==> src/sv/md5_pkg.sv <==
// Shared types, constants and round tables for the MD5 digest block.
package md5_pkg;

  // Kind of a queue entry between the front and the back
  typedef enum logic {
    KIND_WORD  = 1'b0,
    KIND_FINAL = 1'b1
  } md5_kind_e;

  // One queue entry: a full word, or the last partial word of a message
  typedef struct packed {
    md5_kind_e   kind;
    logic [31:0] word;
    logic [1:0]  nbytes;
  } md5_entry_t;

  // Back-end sequencer states
  typedef enum logic [2:0] {
    BK_IDLE,
    BK_PREP,
    BK_ROUND,
    BK_FOLD,
    BK_LENGTH,
    BK_OUTPUT
  } md5_back_state_e;

  localparam logic [31:0] IV_A = 32'h6745_2301;
  localparam logic [31:0] IV_B = 32'hefcd_ab89;
  localparam logic [31:0] IV_C = 32'h98ba_dcfe;
  localparam logic [31:0] IV_D = 32'h1032_5476;

  localparam logic [31:0] PAD_BYTE     = 32'h0000_0080;
  localparam logic [3:0]  LEN_LO_WORD  = 4'd14;
  localparam logic [3:0]  LEN_HI_WORD  = 4'd15;
  localparam logic [3:0]  LAST_WORD    = 4'd15;
  localparam logic [5:0]  LAST_ROUND   = 6'd63;

  // Message word used by a round
  function automatic logic [3:0] md5_msg_index(logic [5:0] rnd);
    logic [3:0] r;
    logic [3:0] g;
    r = rnd[3:0];
    case (rnd[5:4])
      2'd0:    g = r;
      2'd1:    g = (r << 2) + r + 4'd1;
      2'd2:    g = (r << 1) + r + 4'd5;
      default: g = (r << 3) - r;
    endcase
    return g;
  endfunction

  // Left rotation of a round
  function automatic logic [4:0] md5_rot(logic [5:0] rnd);
    logic [4:0] s;
    case ({rnd[5:4], rnd[1:0]})
      4'd0:    s = 5'd7;
      4'd1:    s = 5'd12;
      4'd2:    s = 5'd17;
      4'd3:    s = 5'd22;
      4'd4:    s = 5'd5;
      4'd5:    s = 5'd9;
      4'd6:    s = 5'd14;
      4'd7:    s = 5'd20;
      4'd8:    s = 5'd4;
      4'd9:    s = 5'd11;
      4'd10:   s = 5'd16;
      4'd11:   s = 5'd23;
      4'd12:   s = 5'd6;
      4'd13:   s = 5'd10;
      4'd14:   s = 5'd15;
      default: s = 5'd21;
    endcase
    return s;
  endfunction

  // Additive constant of a round
  function automatic logic [31:0] md5_round_const(logic [5:0] rnd);
    logic [31:0] k;
    case (rnd)
      6'd0:  k = 32'hd76aa478;  6'd1:  k = 32'he8c7b756;
      6'd2:  k = 32'h242070db;  6'd3:  k = 32'hc1bdceee;
      6'd4:  k = 32'hf57c0faf;  6'd5:  k = 32'h4787c62a;
      6'd6:  k = 32'ha8304613;  6'd7:  k = 32'hfd469501;
      6'd8:  k = 32'h698098d8;  6'd9:  k = 32'h8b44f7af;
      6'd10: k = 32'hffff5bb1;  6'd11: k = 32'h895cd7be;
      6'd12: k = 32'h6b901122;  6'd13: k = 32'hfd987193;
      6'd14: k = 32'ha679438e;  6'd15: k = 32'h49b40821;
      6'd16: k = 32'hf61e2562;  6'd17: k = 32'hc040b340;
      6'd18: k = 32'h265e5a51;  6'd19: k = 32'he9b6c7aa;
      6'd20: k = 32'hd62f105d;  6'd21: k = 32'h02441453;
      6'd22: k = 32'hd8a1e681;  6'd23: k = 32'he7d3fbc8;
      6'd24: k = 32'h21e1cde6;  6'd25: k = 32'hc33707d6;
      6'd26: k = 32'hf4d50d87;  6'd27: k = 32'h455a14ed;
      6'd28: k = 32'ha9e3e905;  6'd29: k = 32'hfcefa3f8;
      6'd30: k = 32'h676f02d9;  6'd31: k = 32'h8d2a4c8a;
      6'd32: k = 32'hfffa3942;  6'd33: k = 32'h8771f681;
      6'd34: k = 32'h6d9d6122;  6'd35: k = 32'hfde5380c;
      6'd36: k = 32'ha4beea44;  6'd37: k = 32'h4bdecfa9;
      6'd38: k = 32'hf6bb4b60;  6'd39: k = 32'hbebfbc70;
      6'd40: k = 32'h289b7ec6;  6'd41: k = 32'heaa127fa;
      6'd42: k = 32'hd4ef3085;  6'd43: k = 32'h04881d05;
      6'd44: k = 32'hd9d4d039;  6'd45: k = 32'he6db99e5;
      6'd46: k = 32'h1fa27cf8;  6'd47: k = 32'hc4ac5665;
      6'd48: k = 32'hf4292244;  6'd49: k = 32'h432aff97;
      6'd50: k = 32'hab9423a7;  6'd51: k = 32'hfc93a039;
      6'd52: k = 32'h655b59c3;  6'd53: k = 32'h8f0ccc92;
      6'd54: k = 32'hffeff47d;  6'd55: k = 32'h85845dd1;
      6'd56: k = 32'h6fa87e4f;  6'd57: k = 32'hfe2ce6e0;
      6'd58: k = 32'ha3014314;  6'd59: k = 32'h4e0811a1;
      6'd60: k = 32'hf7537e82;  6'd61: k = 32'hbd3af235;
      6'd62: k = 32'h2ad7d2bb;  6'd63: k = 32'heb86d391;
      default: k = '0;
    endcase
    return k;
  endfunction

  // Reverse the byte order of a word
  function automatic logic [31:0] md5_bswap(logic [31:0] x);
    return {x[7:0], x[15:8], x[23:16], x[31:24]};
  endfunction

endpackage

==> src/sv/md5_if.sv <==
// Channel interfaces for message bytes in and digests out.
interface md5_in_if;
  logic       valid;
  logic       ready;
  logic [7:0] data_byte;
  logic       byte_present;
  logic       message_end;

  modport source (output valid, data_byte, byte_present, message_end, input ready);
  modport sink   (input valid, data_byte, byte_present, message_end, output ready);
endinterface

interface md5_out_if;
  logic        valid;
  logic        ready;
  logic [63:0] digest_front;
  logic [63:0] digest_back;

  modport source (output valid, digest_front, digest_back, input ready);
  modport sink   (input valid, digest_front, digest_back, output ready);
endinterface

==> src/sv/md5_front.sv <==
// Front end: packs message bytes into little-endian words and marks message ends.
module md5_front (
  input  logic                clk_i,
  input  logic                rst_ni,
  md5_in_if.sink              in_i,
  output logic                push_valid_o,
  input  logic                push_ready_i,
  output md5_pkg::md5_entry_t push_entry_o
);

  logic [23:0] acc_q, acc_d;
  logic [1:0]  nb_q, nb_d;
  logic        pend_q, pend_d;

  logic        accept;
  logic        word_full;
  logic [31:0] cur_word;
  logic [1:0]  nb_new;

  // Take a byte only when the queue can hold whatever it produces
  assign in_i.ready = push_ready_i && !pend_q;
  assign accept     = in_i.valid && in_i.ready;
  assign word_full  = in_i.byte_present && (nb_q == 2'd3);

  // Insert the byte into the partial word
  always_comb begin
    cur_word = {8'h00, acc_q};
    if (in_i.byte_present) begin
      cur_word[{nb_q, 3'b000} +: 8] = in_i.data_byte;
    end
    nb_new = in_i.byte_present ? nb_q + 2'd1 : nb_q;
  end

  // Build the queue entry
  always_comb begin
    push_valid_o        = 1'b0;
    push_entry_o.kind   = md5_pkg::KIND_WORD;
    push_entry_o.word   = cur_word;
    push_entry_o.nbytes = nb_new;
    if (pend_q) begin
      push_valid_o        = 1'b1;
      push_entry_o.kind   = md5_pkg::KIND_FINAL;
      push_entry_o.word   = '0;
      push_entry_o.nbytes = 2'd0;
    end else if (accept && word_full) begin
      push_valid_o        = 1'b1;
    end else if (accept && in_i.message_end) begin
      push_valid_o        = 1'b1;
      push_entry_o.kind   = md5_pkg::KIND_FINAL;
    end
  end

  // Advance the packing state
  always_comb begin
    acc_d  = acc_q;
    nb_d   = nb_q;
    pend_d = pend_q;
    if (pend_q && push_ready_i) begin
      pend_d = 1'b0;
    end
    if (accept) begin
      if (word_full) begin
        nb_d   = 2'd0;
        pend_d = in_i.message_end;
      end else if (in_i.message_end) begin
        nb_d = 2'd0;
      end else begin
        acc_d = cur_word[23:0];
        nb_d  = nb_new;
      end
    end
  end

  always_ff @(posedge clk_i or negedge rst_ni) begin
    if (!rst_ni) begin
      nb_q   <= 2'd0;
      pend_q <= 1'b0;
    end else begin
      nb_q   <= nb_d;
      pend_q <= pend_d;
    end
  end

  always_ff @(posedge clk_i) begin
    acc_q <= acc_d;
  end

endmodule

==> src/sv/md5_queue.sv <==
// Short queue of packed words between the front and the back.
module md5_queue #(
  parameter int unsigned Depth = 4
) (
  input  logic                clk_i,
  input  logic                rst_ni,
  input  logic                push_valid_i,
  output logic                push_ready_o,
  input  md5_pkg::md5_entry_t push_entry_i,
  output logic                pop_valid_o,
  input  logic                pop_ready_i,
  output md5_pkg::md5_entry_t pop_entry_o
);

  localparam int unsigned PtrW = (Depth > 1) ? $clog2(Depth) : 1;
  localparam int unsigned CntW = $clog2(Depth + 1);
  localparam logic [PtrW-1:0] LastPtr = PtrW'(Depth - 1);
  localparam logic [CntW-1:0] FullCnt = CntW'(Depth);

  md5_pkg::md5_entry_t mem_q [Depth];
  logic [PtrW-1:0] wr_q, wr_d, rd_q, rd_d;
  logic [CntW-1:0] cnt_q, cnt_d;
  logic            do_push, do_pop;

  assign push_ready_o = (cnt_q != FullCnt);
  assign pop_valid_o  = (cnt_q != '0);
  assign pop_entry_o  = mem_q[rd_q];
  assign do_push      = push_valid_i && push_ready_o;
  assign do_pop       = pop_valid_o && pop_ready_i;

  // Advance pointers and fill count
  always_comb begin
    wr_d  = wr_q;
    rd_d  = rd_q;
    cnt_d = cnt_q;
    if (do_push) begin
      wr_d = (wr_q == LastPtr) ? '0 : wr_q + PtrW'(1);
    end
    if (do_pop) begin
      rd_d = (rd_q == LastPtr) ? '0 : rd_q + PtrW'(1);
    end
    if (do_push && !do_pop) begin
      cnt_d = cnt_q + CntW'(1);
    end else if (do_pop && !do_push) begin
      cnt_d = cnt_q - CntW'(1);
    end
  end

  always_ff @(posedge clk_i or negedge rst_ni) begin
    if (!rst_ni) begin
      wr_q  <= '0;
      rd_q  <= '0;
      cnt_q <= '0;
    end else begin
      wr_q  <= wr_d;
      rd_q  <= rd_d;
      cnt_q <= cnt_d;
    end
  end

  // Store the entry
  always_ff @(posedge clk_i) begin
    if (do_push) begin
      mem_q[wr_q] <= push_entry_i;
    end
  end

endmodule

==> src/sv/md5_back.sv <==
// Back end: block store, padding, 64-round compression and digest register.
module md5_back (
  input  logic                clk_i,
  input  logic                rst_ni,
  input  logic                pop_valid_i,
  output logic                pop_ready_o,
  input  md5_pkg::md5_entry_t pop_entry_i,
  md5_out_if.source           out_o
);

  md5_pkg::md5_back_state_e state_q, state_d;

  logic [31:0] store_q [16];
  logic [31:0] chain_q [4];
  logic [31:0] a_q, b_q, c_q, d_q;
  logic [31:0] km_q;
  logic [5:0]  rnd_q;
  logic [3:0]  widx_q;
  logic [58:0] wcount_q;
  logic [63:0] len_q;
  logic        fin_q;
  logic        second_q;
  logic        out_valid_q;
  logic [63:0] out_front_q, out_back_q;

  logic        take;
  logic        out_load;
  logic [4:0]  pad_sh;
  logic [31:0] pad_word;
  logic [63:0] len_new;
  logic [31:0] f_val;
  logic [31:0] t_sum;
  logic [63:0] rot_dbl;
  logic [31:0] nb_val;
  logic [5:0]  rnd_next;

  assign out_o.valid        = out_valid_q;
  assign out_o.digest_front = out_front_q;
  assign out_o.digest_back  = out_back_q;

  // Next state
  always_comb begin
    state_d = state_q;
    case (state_q)
      md5_pkg::BK_IDLE: begin
        if (pop_valid_i) begin
          if (pop_entry_i.kind == md5_pkg::KIND_FINAL || widx_q == md5_pkg::LAST_WORD) begin
            state_d = md5_pkg::BK_PREP;
          end
        end
      end
      md5_pkg::BK_PREP:  state_d = md5_pkg::BK_ROUND;
      md5_pkg::BK_ROUND: begin
        if (rnd_q == md5_pkg::LAST_ROUND) begin
          state_d = md5_pkg::BK_FOLD;
        end
      end
      md5_pkg::BK_FOLD: begin
        if (!fin_q) begin
          state_d = md5_pkg::BK_IDLE;
        end else if (second_q) begin
          state_d = md5_pkg::BK_LENGTH;
        end else begin
          state_d = md5_pkg::BK_OUTPUT;
        end
      end
      md5_pkg::BK_LENGTH: state_d = md5_pkg::BK_PREP;
      md5_pkg::BK_OUTPUT: begin
        if (!out_valid_q || out_o.ready) begin
          state_d = md5_pkg::BK_IDLE;
        end
      end
      default: state_d = md5_pkg::BK_IDLE;
    endcase
  end

  // Control outputs
  always_comb begin
    pop_ready_o = 1'b0;
    out_load    = 1'b0;
    case (state_q)
      md5_pkg::BK_IDLE:   pop_ready_o = 1'b1;
      md5_pkg::BK_OUTPUT: out_load    = !out_valid_q || out_o.ready;
      default: ;
    endcase
  end

  assign take = pop_ready_o && pop_valid_i;

  // Pad the last partial word and form the bit length
  always_comb begin
    pad_sh   = {pop_entry_i.nbytes, 3'b000};
    pad_word = (pop_entry_i.word & ~(32'hFFFF_FFFF << pad_sh)) | (md5_pkg::PAD_BYTE << pad_sh);
    len_new  = {wcount_q, pop_entry_i.nbytes, 3'b000};
  end

  // One MD5 round
  always_comb begin
    case (rnd_q[5:4])
      2'd0:    f_val = (b_q & c_q) | (~b_q & d_q);
      2'd1:    f_val = (b_q & d_q) | (c_q & ~d_q);
      2'd2:    f_val = b_q ^ c_q ^ d_q;
      default: f_val = c_q ^ (b_q | ~d_q);
    endcase
    t_sum    = a_q + f_val + km_q;
    rot_dbl  = {t_sum, t_sum} << md5_pkg::md5_rot(rnd_q);
    nb_val   = b_q + rot_dbl[63:32];
    rnd_next = rnd_q + 6'd1;
  end

  // Control registers
  always_ff @(posedge clk_i or negedge rst_ni) begin
    if (!rst_ni) begin
      state_q     <= md5_pkg::BK_IDLE;
      widx_q      <= '0;
      wcount_q    <= '0;
      fin_q       <= 1'b0;
      second_q    <= 1'b0;
      out_valid_q <= 1'b0;
      chain_q[0]  <= md5_pkg::IV_A;
      chain_q[1]  <= md5_pkg::IV_B;
      chain_q[2]  <= md5_pkg::IV_C;
      chain_q[3]  <= md5_pkg::IV_D;
    end else begin
      state_q <= state_d;
      if (out_load) begin
        out_valid_q <= 1'b1;
      end else if (out_valid_q && out_o.ready) begin
        out_valid_q <= 1'b0;
      end
      if (take) begin
        if (pop_entry_i.kind == md5_pkg::KIND_WORD) begin
          widx_q   <= widx_q + 4'd1;
          wcount_q <= wcount_q + 59'd1;
        end else begin
          fin_q    <= 1'b1;
          second_q <= (widx_q >= md5_pkg::LEN_LO_WORD);
        end
      end
      if (state_q == md5_pkg::BK_FOLD) begin
        chain_q[0] <= chain_q[0] + a_q;
        chain_q[1] <= chain_q[1] + b_q;
        chain_q[2] <= chain_q[2] + c_q;
        chain_q[3] <= chain_q[3] + d_q;
      end
      if (state_q == md5_pkg::BK_LENGTH) begin
        second_q <= 1'b0;
      end
      // Hand over the digest and start the next message
      if (out_load) begin
        widx_q      <= '0;
        wcount_q    <= '0;
        fin_q       <= 1'b0;
        chain_q[0]  <= md5_pkg::IV_A;
        chain_q[1]  <= md5_pkg::IV_B;
        chain_q[2]  <= md5_pkg::IV_C;
        chain_q[3]  <= md5_pkg::IV_D;
      end
    end
  end

  // Block store: message words, padding of the last word, and for a spilled
  // pad a second block of zeros with the bit length
  always_ff @(posedge clk_i) begin
    for (int k = 0; k < 16; k++) begin
      if (state_q == md5_pkg::BK_LENGTH) begin
        if (4'(k) == md5_pkg::LEN_LO_WORD) begin
          store_q[k] <= len_q[31:0];
        end else if (4'(k) == md5_pkg::LEN_HI_WORD) begin
          store_q[k] <= len_q[63:32];
        end else begin
          store_q[k] <= '0;
        end
      end else if (take) begin
        if (4'(k) == widx_q) begin
          if (pop_entry_i.kind == md5_pkg::KIND_WORD) begin
            store_q[k] <= pop_entry_i.word;
          end else begin
            store_q[k] <= pad_word;
          end
        end else if (pop_entry_i.kind == md5_pkg::KIND_FINAL && 4'(k) > widx_q) begin
          if (widx_q < md5_pkg::LEN_LO_WORD && 4'(k) == md5_pkg::LEN_LO_WORD) begin
            store_q[k] <= len_new[31:0];
          end else if (widx_q < md5_pkg::LEN_LO_WORD && 4'(k) == md5_pkg::LEN_HI_WORD) begin
            store_q[k] <= len_new[63:32];
          end else begin
            store_q[k] <= '0;
          end
        end
      end
    end
  end

  // Working variables, bit length and digest register
  always_ff @(posedge clk_i) begin
    if (take && pop_entry_i.kind == md5_pkg::KIND_FINAL) begin
      len_q <= len_new;
    end
    if (state_q == md5_pkg::BK_PREP) begin
      a_q   <= chain_q[0];
      b_q   <= chain_q[1];
      c_q   <= chain_q[2];
      d_q   <= chain_q[3];
      rnd_q <= '0;
      km_q  <= md5_pkg::md5_round_const('0) + store_q[md5_pkg::md5_msg_index('0)];
    end
    if (state_q == md5_pkg::BK_ROUND) begin
      a_q   <= d_q;
      b_q   <= nb_val;
      c_q   <= b_q;
      d_q   <= c_q;
      rnd_q <= rnd_next;
      km_q  <= md5_pkg::md5_round_const(rnd_next) + store_q[md5_pkg::md5_msg_index(rnd_next)];
    end
    if (out_load) begin
      out_front_q <= {md5_pkg::md5_bswap(chain_q[0]), md5_pkg::md5_bswap(chain_q[1])};
      out_back_q  <= {md5_pkg::md5_bswap(chain_q[2]), md5_pkg::md5_bswap(chain_q[3])};
    end
  end

endmodule

==> src/sv/md5_message_digest.sv <==
// MD5 digest top level: byte front end, word queue and compression back end.
//
// in_i carries one item per transaction: data_byte, byte_present (0 for an
// empty item) and message_end. out_o gives one transaction per message: the
// 128-bit digest as digest_front (bytes 0..7) and digest_back (bytes 8..15),
// first digest byte in the most significant position.
// The front accepts one item per cycle while the queue has room and no end
// entry is pending, and packs bytes into 32-bit words, which wait in a
// QueueDepth-entry queue. The back writes one word per cycle into its block
// store while idle and, on a full block, runs a load step, 64 rounds of one
// round per cycle and a fold step in the compression unit, taking no words
// until the fold is done. After an item with message_end the back pads the
// block, compresses it and loads the digest into the output register; when
// the padding spills into a second block, a length block is compressed too.
// The digest stays in an output register until taken; while it waits, the
// back holds the next digest and the queue fills, then in_i.ready drops.
// Reset loads the initial chaining words and empties the queue; no clearing
// pass is needed, so items are accepted right after reset.
module md5_message_digest #(
  parameter int unsigned QueueDepth = 4
) (
  input  logic      clk_i,
  input  logic      rst_ni,
  md5_in_if.sink    in_i,
  md5_out_if.source out_o
);

  logic                push_valid, push_ready;
  logic                pop_valid, pop_ready;
  md5_pkg::md5_entry_t push_entry, pop_entry;

  md5_front u_front (
    .clk_i        (clk_i),
    .rst_ni       (rst_ni),
    .in_i         (in_i),
    .push_valid_o (push_valid),
    .push_ready_i (push_ready),
    .push_entry_o (push_entry)
  );

  md5_queue #(
    .Depth (QueueDepth)
  ) u_queue (
    .clk_i        (clk_i),
    .rst_ni       (rst_ni),
    .push_valid_i (push_valid),
    .push_ready_o (push_ready),
    .push_entry_i (push_entry),
    .pop_valid_o  (pop_valid),
    .pop_ready_i  (pop_ready),
    .pop_entry_o  (pop_entry)
  );

  md5_back u_back (
    .clk_i       (clk_i),
    .rst_ni      (rst_ni),
    .pop_valid_i (pop_valid),
    .pop_ready_o (pop_ready),
    .pop_entry_i (pop_entry),
    .out_o       (out_o)
  );

endmodule

==> src/flat_wrapper.sv <==
// flat-port wrapper written by rule: the top's interface ports become plain ports
module md5_message_digest_flat 
#(
  parameter int unsigned QueueDepth = 4
)
  (clk_i, rst_ni, in_i_valid, in_i_data_byte, in_i_byte_present, in_i_message_end, in_i_ready, out_o_valid, out_o_digest_front, out_o_digest_back, out_o_ready);
  md5_in_if in_i_i ();
  md5_out_if out_o_i ();
  input  logic clk_i;
  input  logic rst_ni;
  input wire logic [$bits(in_i_i.valid)-1:0] in_i_valid;
  input wire logic [$bits(in_i_i.data_byte)-1:0] in_i_data_byte;
  input wire logic [$bits(in_i_i.byte_present)-1:0] in_i_byte_present;
  input wire logic [$bits(in_i_i.message_end)-1:0] in_i_message_end;
  output wire logic [$bits(in_i_i.ready)-1:0] in_i_ready;
  output wire logic [$bits(out_o_i.valid)-1:0] out_o_valid;
  output wire logic [$bits(out_o_i.digest_front)-1:0] out_o_digest_front;
  output wire logic [$bits(out_o_i.digest_back)-1:0] out_o_digest_back;
  input wire logic [$bits(out_o_i.ready)-1:0] out_o_ready;
  assign in_i_i.valid = in_i_valid;
  assign in_i_i.data_byte = in_i_data_byte;
  assign in_i_i.byte_present = in_i_byte_present;
  assign in_i_i.message_end = in_i_message_end;
  assign in_i_ready = in_i_i.ready;
  assign out_o_valid = out_o_i.valid;
  assign out_o_digest_front = out_o_i.digest_front;
  assign out_o_digest_back = out_o_i.digest_back;
  assign out_o_i.ready = out_o_ready;
  md5_message_digest #(.QueueDepth(QueueDepth)) u_core (.clk_i(clk_i), .rst_ni(rst_ni), .in_i(in_i_i), .out_o(out_o_i));
endmodule
==> config.mk <==
export PLATFORM = sky130hd
export DESIGN_NAME = md5_message_digest_flat
export DESIGN_NICKNAME = d
export VERILOG_FILES = /design/src/sv/md5_pkg.sv /design/src/sv/md5_if.sv /design/src/sv/md5_front.sv /design/src/sv/md5_queue.sv /design/src/sv/md5_back.sv /design/src/sv/md5_message_digest.sv /design/src/flat_wrapper.sv
export SDC_FILE = /design/constraint.sdc
export NUM_CORES = 2
export LEC_CHECK = 0
export ABC_AREA = 0
export BUFFER_PORTS_ARGS = -buffer_cell sky130_fd_sc_hd__buf_4
export CAP_MARGIN = 30
export CORE_ASPECT_RATIO = 0.9
export CORE_MARGIN = 2
export CORE_UTILIZATION = 35
export CTS_BUF_LIST = sky130_fd_sc_hd__clkbuf_8
export DETAILED_ROUTE_END_ITERATION = 7
export SYNTH_ARGS = -nofsm -noshare
export SYNTH_HDL_FRONTEND = slang
export SYNTH_SLANG_ARGS = --single-unit
==> constraint.sdc <==
create_clock -name clk_i -period 16.17 [get_ports clk_i]
set_clock_uncertainty 0.15 [all_clocks]
set_input_delay 4.0425 -clock clk_i [delete_from_list [all_inputs] [get_ports clk_i]]
set_output_delay 4.0425 -clock clk_i [all_outputs]
set_load 0.005 [all_outputs]
# After elaboration in Yosys (flattened, before gate mapping)
# Memory sizes are Yosys's and may differ from the RTL's. A register that Yosys moved wholly into a read port is not among the register bits.
# Cells that the tools add are included.
# totals
regBits	586
ramBits	652
rom_bits	2128
output_inout_bits	130
wordCells	565
n_memories	4
# classes
n_addsub	23
magnitude_cmp	18
n_eq_ne	35
n_shift	5
muxes	336
n_bitwise	67
reduce_logical	52
# mem_list
name	depth	word_bits	rd	rd_clocked_by_memory_dff	wr	line_no	source
(no name shown)	64	32	1	0	0	md5_pkg.sv:79	case (rnd)
u_core.u_back.store_q	16	32	2	0	16	md5_back.sv:13	logic [31:0] store_q [16];
u_core.u_queue.mem_q	4	35	1	0	1	md5_queue.sv:20	md5_pkg::md5_entry_t mem_q [Depth];
(no name shown)	16	5	1	1	0	md5_pkg.sv:55	case ({rnd[5:4], rnd[1:0]})
# op_table
operator	n
$mux 32	62
$add 32x32->32	8
$mux 128	2
$mux 1	245
$mux 59	3
$and 32x32->32	5
$or 32x32->32	4
$not 32->32	3
$pmux 32 s3	1
$xor 32x32->32	3
$shl 64x5->64	1
$add 59x1->59 const B	1
$or 1x1->1	50
$mux 34	1
$add 32x32->32 const A	1
$bwmux 32	1
$eq 4x4->1 const A	8
$gt 4x4->1 const A	8
$shift 8x7->32 const A	1
$shiftx 8x7->32	1
$shl 32x5->32 const A	1
$shl 8x5->32 const A	1
$logic_and 1x1->1	28
$mux 3	7
43 further kinds	90

# Depth between registers and ports, before layout
# logic_depth
ltp_word	12
depth_mapped	37

# Cells and area by module
# From an unflattened synthesis, not the netlist that was laid out.
# hier_totals
cells_unflattened	6503
hier_area_um2	71919.0
# modules_own_cells
mod	instances	cells_each	area_each_um2
md5_back	1	6140	64703.3
md5_queue	1	219	5481.5
md5_front	1	144	1734.2

# Least setup slack after synthesis
# Ideal clock, no wire load.
# synth_path
kind	input to register
from	input port out_o_ready
to	register u_core.u_back.out_back_q[0], in the netlist u_core.u_back.out_o.digest_back[0] (enable)
setup_time_ns	0.542
arrival_ns	8.401
required_ns	15.478
slack_ns	7.077
cell_stages	6
n_path_buf	3
path_cell_list	nand2b_1 > nand2b_1 > clkbuf_1 > inv_1 > clkbuf_1 > clkbuf_1
# synth_via
elab_chain_cells	2
# synth_rtl
element	line_no	source
start, declared	flat_wrapper.sv:19	input wire logic [$bits(out_o_i.ready)-1:0] out_o_ready;
$logic_or 1x1->1	md5_back.sv:83	md5_pkg::BK_OUTPUT: out_load = !out_valid_q || out_o.ready;
$mux 1	md5_back.sv:81	case (state_q)
named net u_core.u_back.out_load	md5_back.sv:27	logic out_load;
end signal, assigned	md5_back.sv:217	out_back_q <= {md5_pkg::md5_bswap(chain_q[2]), md5_pkg::md5_bswap(chain_q[3])};
end, declared	md5_back.sv:24	logic [63:0] out_front_q, out_back_q;
# The timed path passes the listed nets, and every way through them passes these cells.
# A chain may end at the register's enable or synchronous reset.

# Worst setup path in the final report
# layout_path
from	register u_core.u_back.rnd_q[4]
to	register u_core.u_back.b_q[30] (data pin)
# layout_via
elab_chain_cells	7
# layout_rtl
element	line_no	source
start, declared	md5_back.sv:17	logic [5:0] rnd_q;
start signal, assigned	md5_back.sv:212	rnd_q <= rnd_next;
$eq 2x2->1 (tied with other cells)	md5_back.sv:99	case (rnd_q[5:4])
$pmux 32 s3 (*)	md5_back.sv:99	
$add 32x32->32 (*) (2 in a row)	md5_back.sv:105	t_sum = a_q + f_val + km_q;
$shl 64x5->64 (*)	md5_back.sv:106	rot_dbl = {t_sum, t_sum} << md5_pkg::md5_rot(rnd_q);
$add 32x32->32 (*)	md5_back.sv:107	nb_val = b_q + rot_dbl[63:32];
$mux 32 (*)	md5_back.sv:207	if (state_q == md5_pkg::BK_ROUND) begin
end signal, assigned	md5_back.sv:201	b_q <= chain_q[1];
end signal, assigned	md5_back.sv:209	b_q <= nb_val;
end, declared	md5_back.sv:15	logic [31:0] a_q, b_q, c_q, d_q;
# Mark *: on every way between the ends. The rest lies on a longest branch, timed or not.

==> impl.org <==
** Yosys
- Dividing the synthesized area by the synthesized cell count gives 10.7 um2.
- Syn nets :: 6896
- Synthesis produced 6583 cells.
- Of all flip-flops after synthesis, the portion carrying an async set or reset was 16.7%.
- Number of synthesized flops with an enable pin :: 1031
- In this run the cell area of the synthesized design comes to 0.0706 mm2.
- Number of different library cells in the post-synthesis netlist :: 100
- Sequential cells were found to cover 51.5% of the synthesized design area.
- The Yosys step of the flow raised 0 warnings.
- Of the post-synthesis cell area, the dominant cell type holds 43.9%.
- Post-synthesis cell type with the largest combined area :: sky130_fd_sc_hd__edfxtp_1
- Cells taking the most area after synthesis :: sky130_fd_sc_hd__edfxtp_1 (44%), sky130_fd_sc_hd__dfrtp_1 (5.1%), sky130_fd_sc_hd__ha_1 (4.6%), sky130_fd_sc_hd__mux4_2 (4.5%), sky130_fd_sc_hd__nor2_1 (4.4%)
- Synthesis inferred 1243 register bits.
- Among all flip-flop cells after synthesis, the most frequent one is sky130_fd_sc_hd__edfxtp_1.

** Floorplan
- The floorplan has 156 rows.
- Core area :: 0.201 mm2
- Floorplan die width :: about 480 um
- For this configuration, the core starts out at a cell density of 35.2%.
- Die outline area :: 0.205 mm2
- Vertical extent of the die :: 430 um
- approximately 140 I/O pins were placed.

** Clock tree
- Buffers inserted to repair hold after CTS numbered 0.
- The H-tree generated during clock tree synthesis spans 4 levels.
- Clock latency reported for the late side of the worst-skew pair :: around 970 ps
- TritonCTS built the clock tree.
- The number of gates resized after CTS was 0.
- The tree is rooted in a sky130_fd_sc_hd__clkbuf_8.
- Clock transition at the registers of the reported paths :: 60 ps
- Number of buffers created by CTS :: 196
- The number of setup buffers added after CTS is 0.
- The clock drives 1243 sinks.
- Counting along the longest clock path gives a buffer depth of 3.

** Global route
- Grt ovf :: 0
- Initial antenna violation count :: 9
- Entering global routing, the biggest net connects between 100 and 150 pins.
- GRT Overall Usage :: 21.3%
- The number of global-route vias before repair is 51.7k.
- First-pass GRT wire length :: 334 mm

** Power
- The share of total power dissipated in sequential elements is between 50% and 60%.
- Switch Pwr :: 1620 uW
- Cell-internal power :: 5030 uW
- IR analysis of the VDD net gives a maximum drop of between 0.08 and 0.09 mV.
- Net switching is 24.4% of the power.
- In this run the static leakage power is 0.0280 uW.
- Dividing total power by cell area gives a power density of roughly 84 mW/mm2.
- The clock network is responsible for 42.0% of the overall power.
- Share of total power in combinational logic :: 4.7%

** Timing
- Headroom to the max-slew limit :: around 29%
- Setup repair after global routing left no endpoint under its margin.
- Across all setup checks in the final design, the least slack found is 5560 ps.
- Ratio of final minimum period to clock period :: 65.6%
- Pins Over Slew Limit :: 0
- Setup total negative slack on the finished layout was measured at 0 ps.
- Setup violations remaining at the end of the flow were counted as 0.
- Fmax :: 94.2 MHz
- At the pin with the least slew margin, the transition time is 1030 ps.
- For the finished layout, the period the worst path requires is 10610 ps.
- The number of failing hold endpoints at the final stage came to 0.

** Worst setup path
- Among cell families on the critical path, the largest total delay comes from compound AO/OA/AOI/OAI gates.
- Worst reg-to-reg setup slack :: 5560 ps
- Counting both buffers and inverters, the worst setup path holds a total of 2.
- Data on the critical path is required at its endpoint by 16690 ps.
- In this design, the stage delay of the slowest critical-path cell is 650 ps.
- Arrival @ worst endpoint :: 11130 ps
- Highest net fanout along the worst path :: 55
- Crit start category :: flip-flop
- Path type of the worst setup path :: reg2reg
- The worst setup path is captured at a flip-flop.
- Standard cell with the maximum stage delay on the critical path :: sky130_fd_sc_hd__buf_4

** Routing
- Routed via count :: 53.8k
- Count of nets left with antenna violations after detail routing :: 0
- For this run, design rule violations remaining after detail routing come to 0.
- Before antenna repair, the detailed router went through 6 iterations.
- Dividing the detail-routed via count by the number of cells gives 5.64.
- For this block, the initial DRC count from the detailed router was about 5.4k.
- Wire length per cell :: ~24 um
- Post-Route WL :: 226 mm

** Final layout
- Register area :: approximately 0.036 mm2
- Post-layout nets :: between 6k and 7k
- Synth-to-layout area growth :: 11.9%
- Footprint of the multi-input gates :: 0.0325 mm2
- Layout cell share with drive strength beyond 1 :: 13.3%
- Total of fill cells in the finished design :: 19.5k

** Placement
- Number of I/O port buffers :: between 100 and 150
- Prior to clock tree synthesis, the placed netlist has a worst setup slack of ~5700 ps.
- Final weighted congestion in routability-driven placement :: 0.942
- Half-perimeter wire length after detailed placement :: about 160 mm

** Job
- Max-cap violations in this run came to 0.

** Run status
- The run finished with clean final reports.

** Min path
- HP Class :: reg2reg
state kept, by name (all words and copies together), names as in the netlist, 2 cells and up, named ones only:
| register | count |
|---|---|
| u_core.u_back.d_q | 32 |
| u_core.u_back.rnd_q | 6 |
| u_core.u_queue.mem_q | 140 |
| u_core.u_back.widx_q | 4 |
| u_core.u_back.out_o.digest_front | 64 |
| u_core.u_queue.wr_q | 2 |
| u_core.u_front.nb_q | 2 |
| u_core.u_queue.cnt_q | 3 |
| u_core.u_back.store_q | 512 |
| u_core.u_back.km_q | 32 |
| u_core.u_back.chain_q | 128 |
| u_core.u_back.len_q | 61 |
| u_core.u_back.out_o.digest_back | 64 |
| u_core.u_back.a_q | 32 |
| u_core.u_back.state_q | 3 |
| u_core.u_front.acc_q | 24 |
| u_core.u_queue.rd_q | 2 |
| u_core.u_back.wcount_q | 59 |
| u_core.u_back.b_q | 32 |
| u_core.u_back.c_q | 32 |
path summary, 6_finish.rpt:
kind,startpoint,end,cells after the start
max,u_core.u_back.rnd_q[4]$_DFFE_PN_,u_core.u_back.b_q[30]$_DFFE_PN_,36
min,u_core.u_queue.cnt_q[2]$_DFFE_PN0P_,u_core.u_queue.cnt_q[2]$_DFFE_PN0P_,1
max reg2reg,u_core.u_back.rnd_q[4]$_DFFE_PN_,u_core.u_back.b_q[30]$_DFFE_PN_,36
min reg2reg,u_core.u_queue.cnt_q[2]$_DFFE_PN0P_,u_core.u_queue.cnt_q[2]$_DFFE_PN0P_,1
max in group asynchronous,rst_ni,u_core.u_back.wcount_q[55]$_DFFE_PN0P_,3
min in group asynchronous,rst_ni,u_core.u_back.chain_q[81]$_DFFE_PN0P_,1
cell families (layout without fill, tap and decap cells):
kind of cell | count (synthesis) | count (layout) | synth area share [%]
mux | 338 | 338 | 7.38
fa+ha+maj | 330 | 330 | 6.19
flops | 1243 | 1243 | 51.5
simple gates | 2179 | 2179 | 13.4
xor+xnor | 297 | 297 | 3.73
other cells | 0 | 6 | 0
compound gates | 1671 | 1671 | 15.0
buf+inv | 525 | 792 | 2.84
routing by layer:
| layer | vias to the layer above | share of wire (%) | track usage, % |
|---|---|---|---|
| li1 | 24600 | - | - |
| met1 | 26600 | 42 | 28.9 |
| met2 | 2187 | 47 | 34.3 |
| met3 | 346 | 7.3 | 3.66 |
| met4 | 2 | 3.4 | 7.52 |
| met5 | - | 0.0031 | 0 |
synth_stat cells, types with 140 or more instances:
master / instances
sky130_fd_sc_hd__dfrtp_1: 143
sky130_fd_sc_hd__clkbuf_1: 301
sky130_fd_sc_hd__a21oi_1: 452
sky130_fd_sc_hd__xor2_1: 170
sky130_fd_sc_hd__nand3_1: 157
sky130_fd_sc_hd__ha_1: 257
sky130_fd_sc_hd__nor2_1: 828
sky130_fd_sc_hd__o21ai_0: 401
sky130_fd_sc_hd__mux4_2: 140
sky130_fd_sc_hd__nand2_1: 776
sky130_fd_sc_hd__edfxtp_1: 1031
sky130_fd_sc_hd__inv_1: 144
worst reg2reg max path, delay by kind of cell, from the launching register on:
family	cells	cell delay [ps]
AND/OR/NAND/NOR	4	990
buffers and inverters	2	1240
multiplexers	4	1160
AO/OA/AOI/OAI	18	4110
adder cells (fa/ha/maj)	5	1760
XOR/XNOR	3	570
flip-flops	1	380
cell usage in the layout (no fill, tap or decap), drive strengths merged, types with 139 or more instances in the layout:
| cell type | count |
|---|---|
| nand2 | 776 |
| o21ai | 445 |
| buf | 276 |
| inv | 233 |
| mux2i | 139 |
| a21oi | 452 |
| nor2 | 830 |
| dfrtp | 143 |
| ha | 257 |
| mux4 | 140 |
| edfxtp | 1031 |
| xor2 | 170 |
| clkbuf | 213 |
| nand3 | 158 |
per-stage QoR:
stage	util (%)	instance area, um2	power [uW]	hold WS, ps	instances
global route	39.4	79000	6880	373	9539
CTS	39.4	79000	6720	352	9536
detailed placement	37.3	74900	3930	343	9171
global placement	37.3	74800	3910	325	9162
finish	39.4	79000	6660	341	9542
floorplan	-	70600	3780	306	6583
power by group through the flow:
stage          sequential [uW]  combinational, uW  clock [uW]
2_1_floorplan             3610                178           0
3_3_place_gp              3610                304           0
3_5_place_dp              3610                312           0
4_1_cts                   3550                314        2860
5_1_grt                   3550                337        2990
6_report                  3550                313        2800
final cells by class:
cell class | instances | share of cell area, %
Clock inverter | 152 | 1.45
Sequential cell | 1243 | 46.0
Antenna cell | 6 | 0.0190
Multi-Input combinational cell | 4815 | 41.1
Clock buffer | 213 | 3.71
Inverter | 151 | 0.733
Timing Repair Buffer | 276 | 2.69
Tap cell | 2686 | 4.26
(Power assumes the default switching activity.)
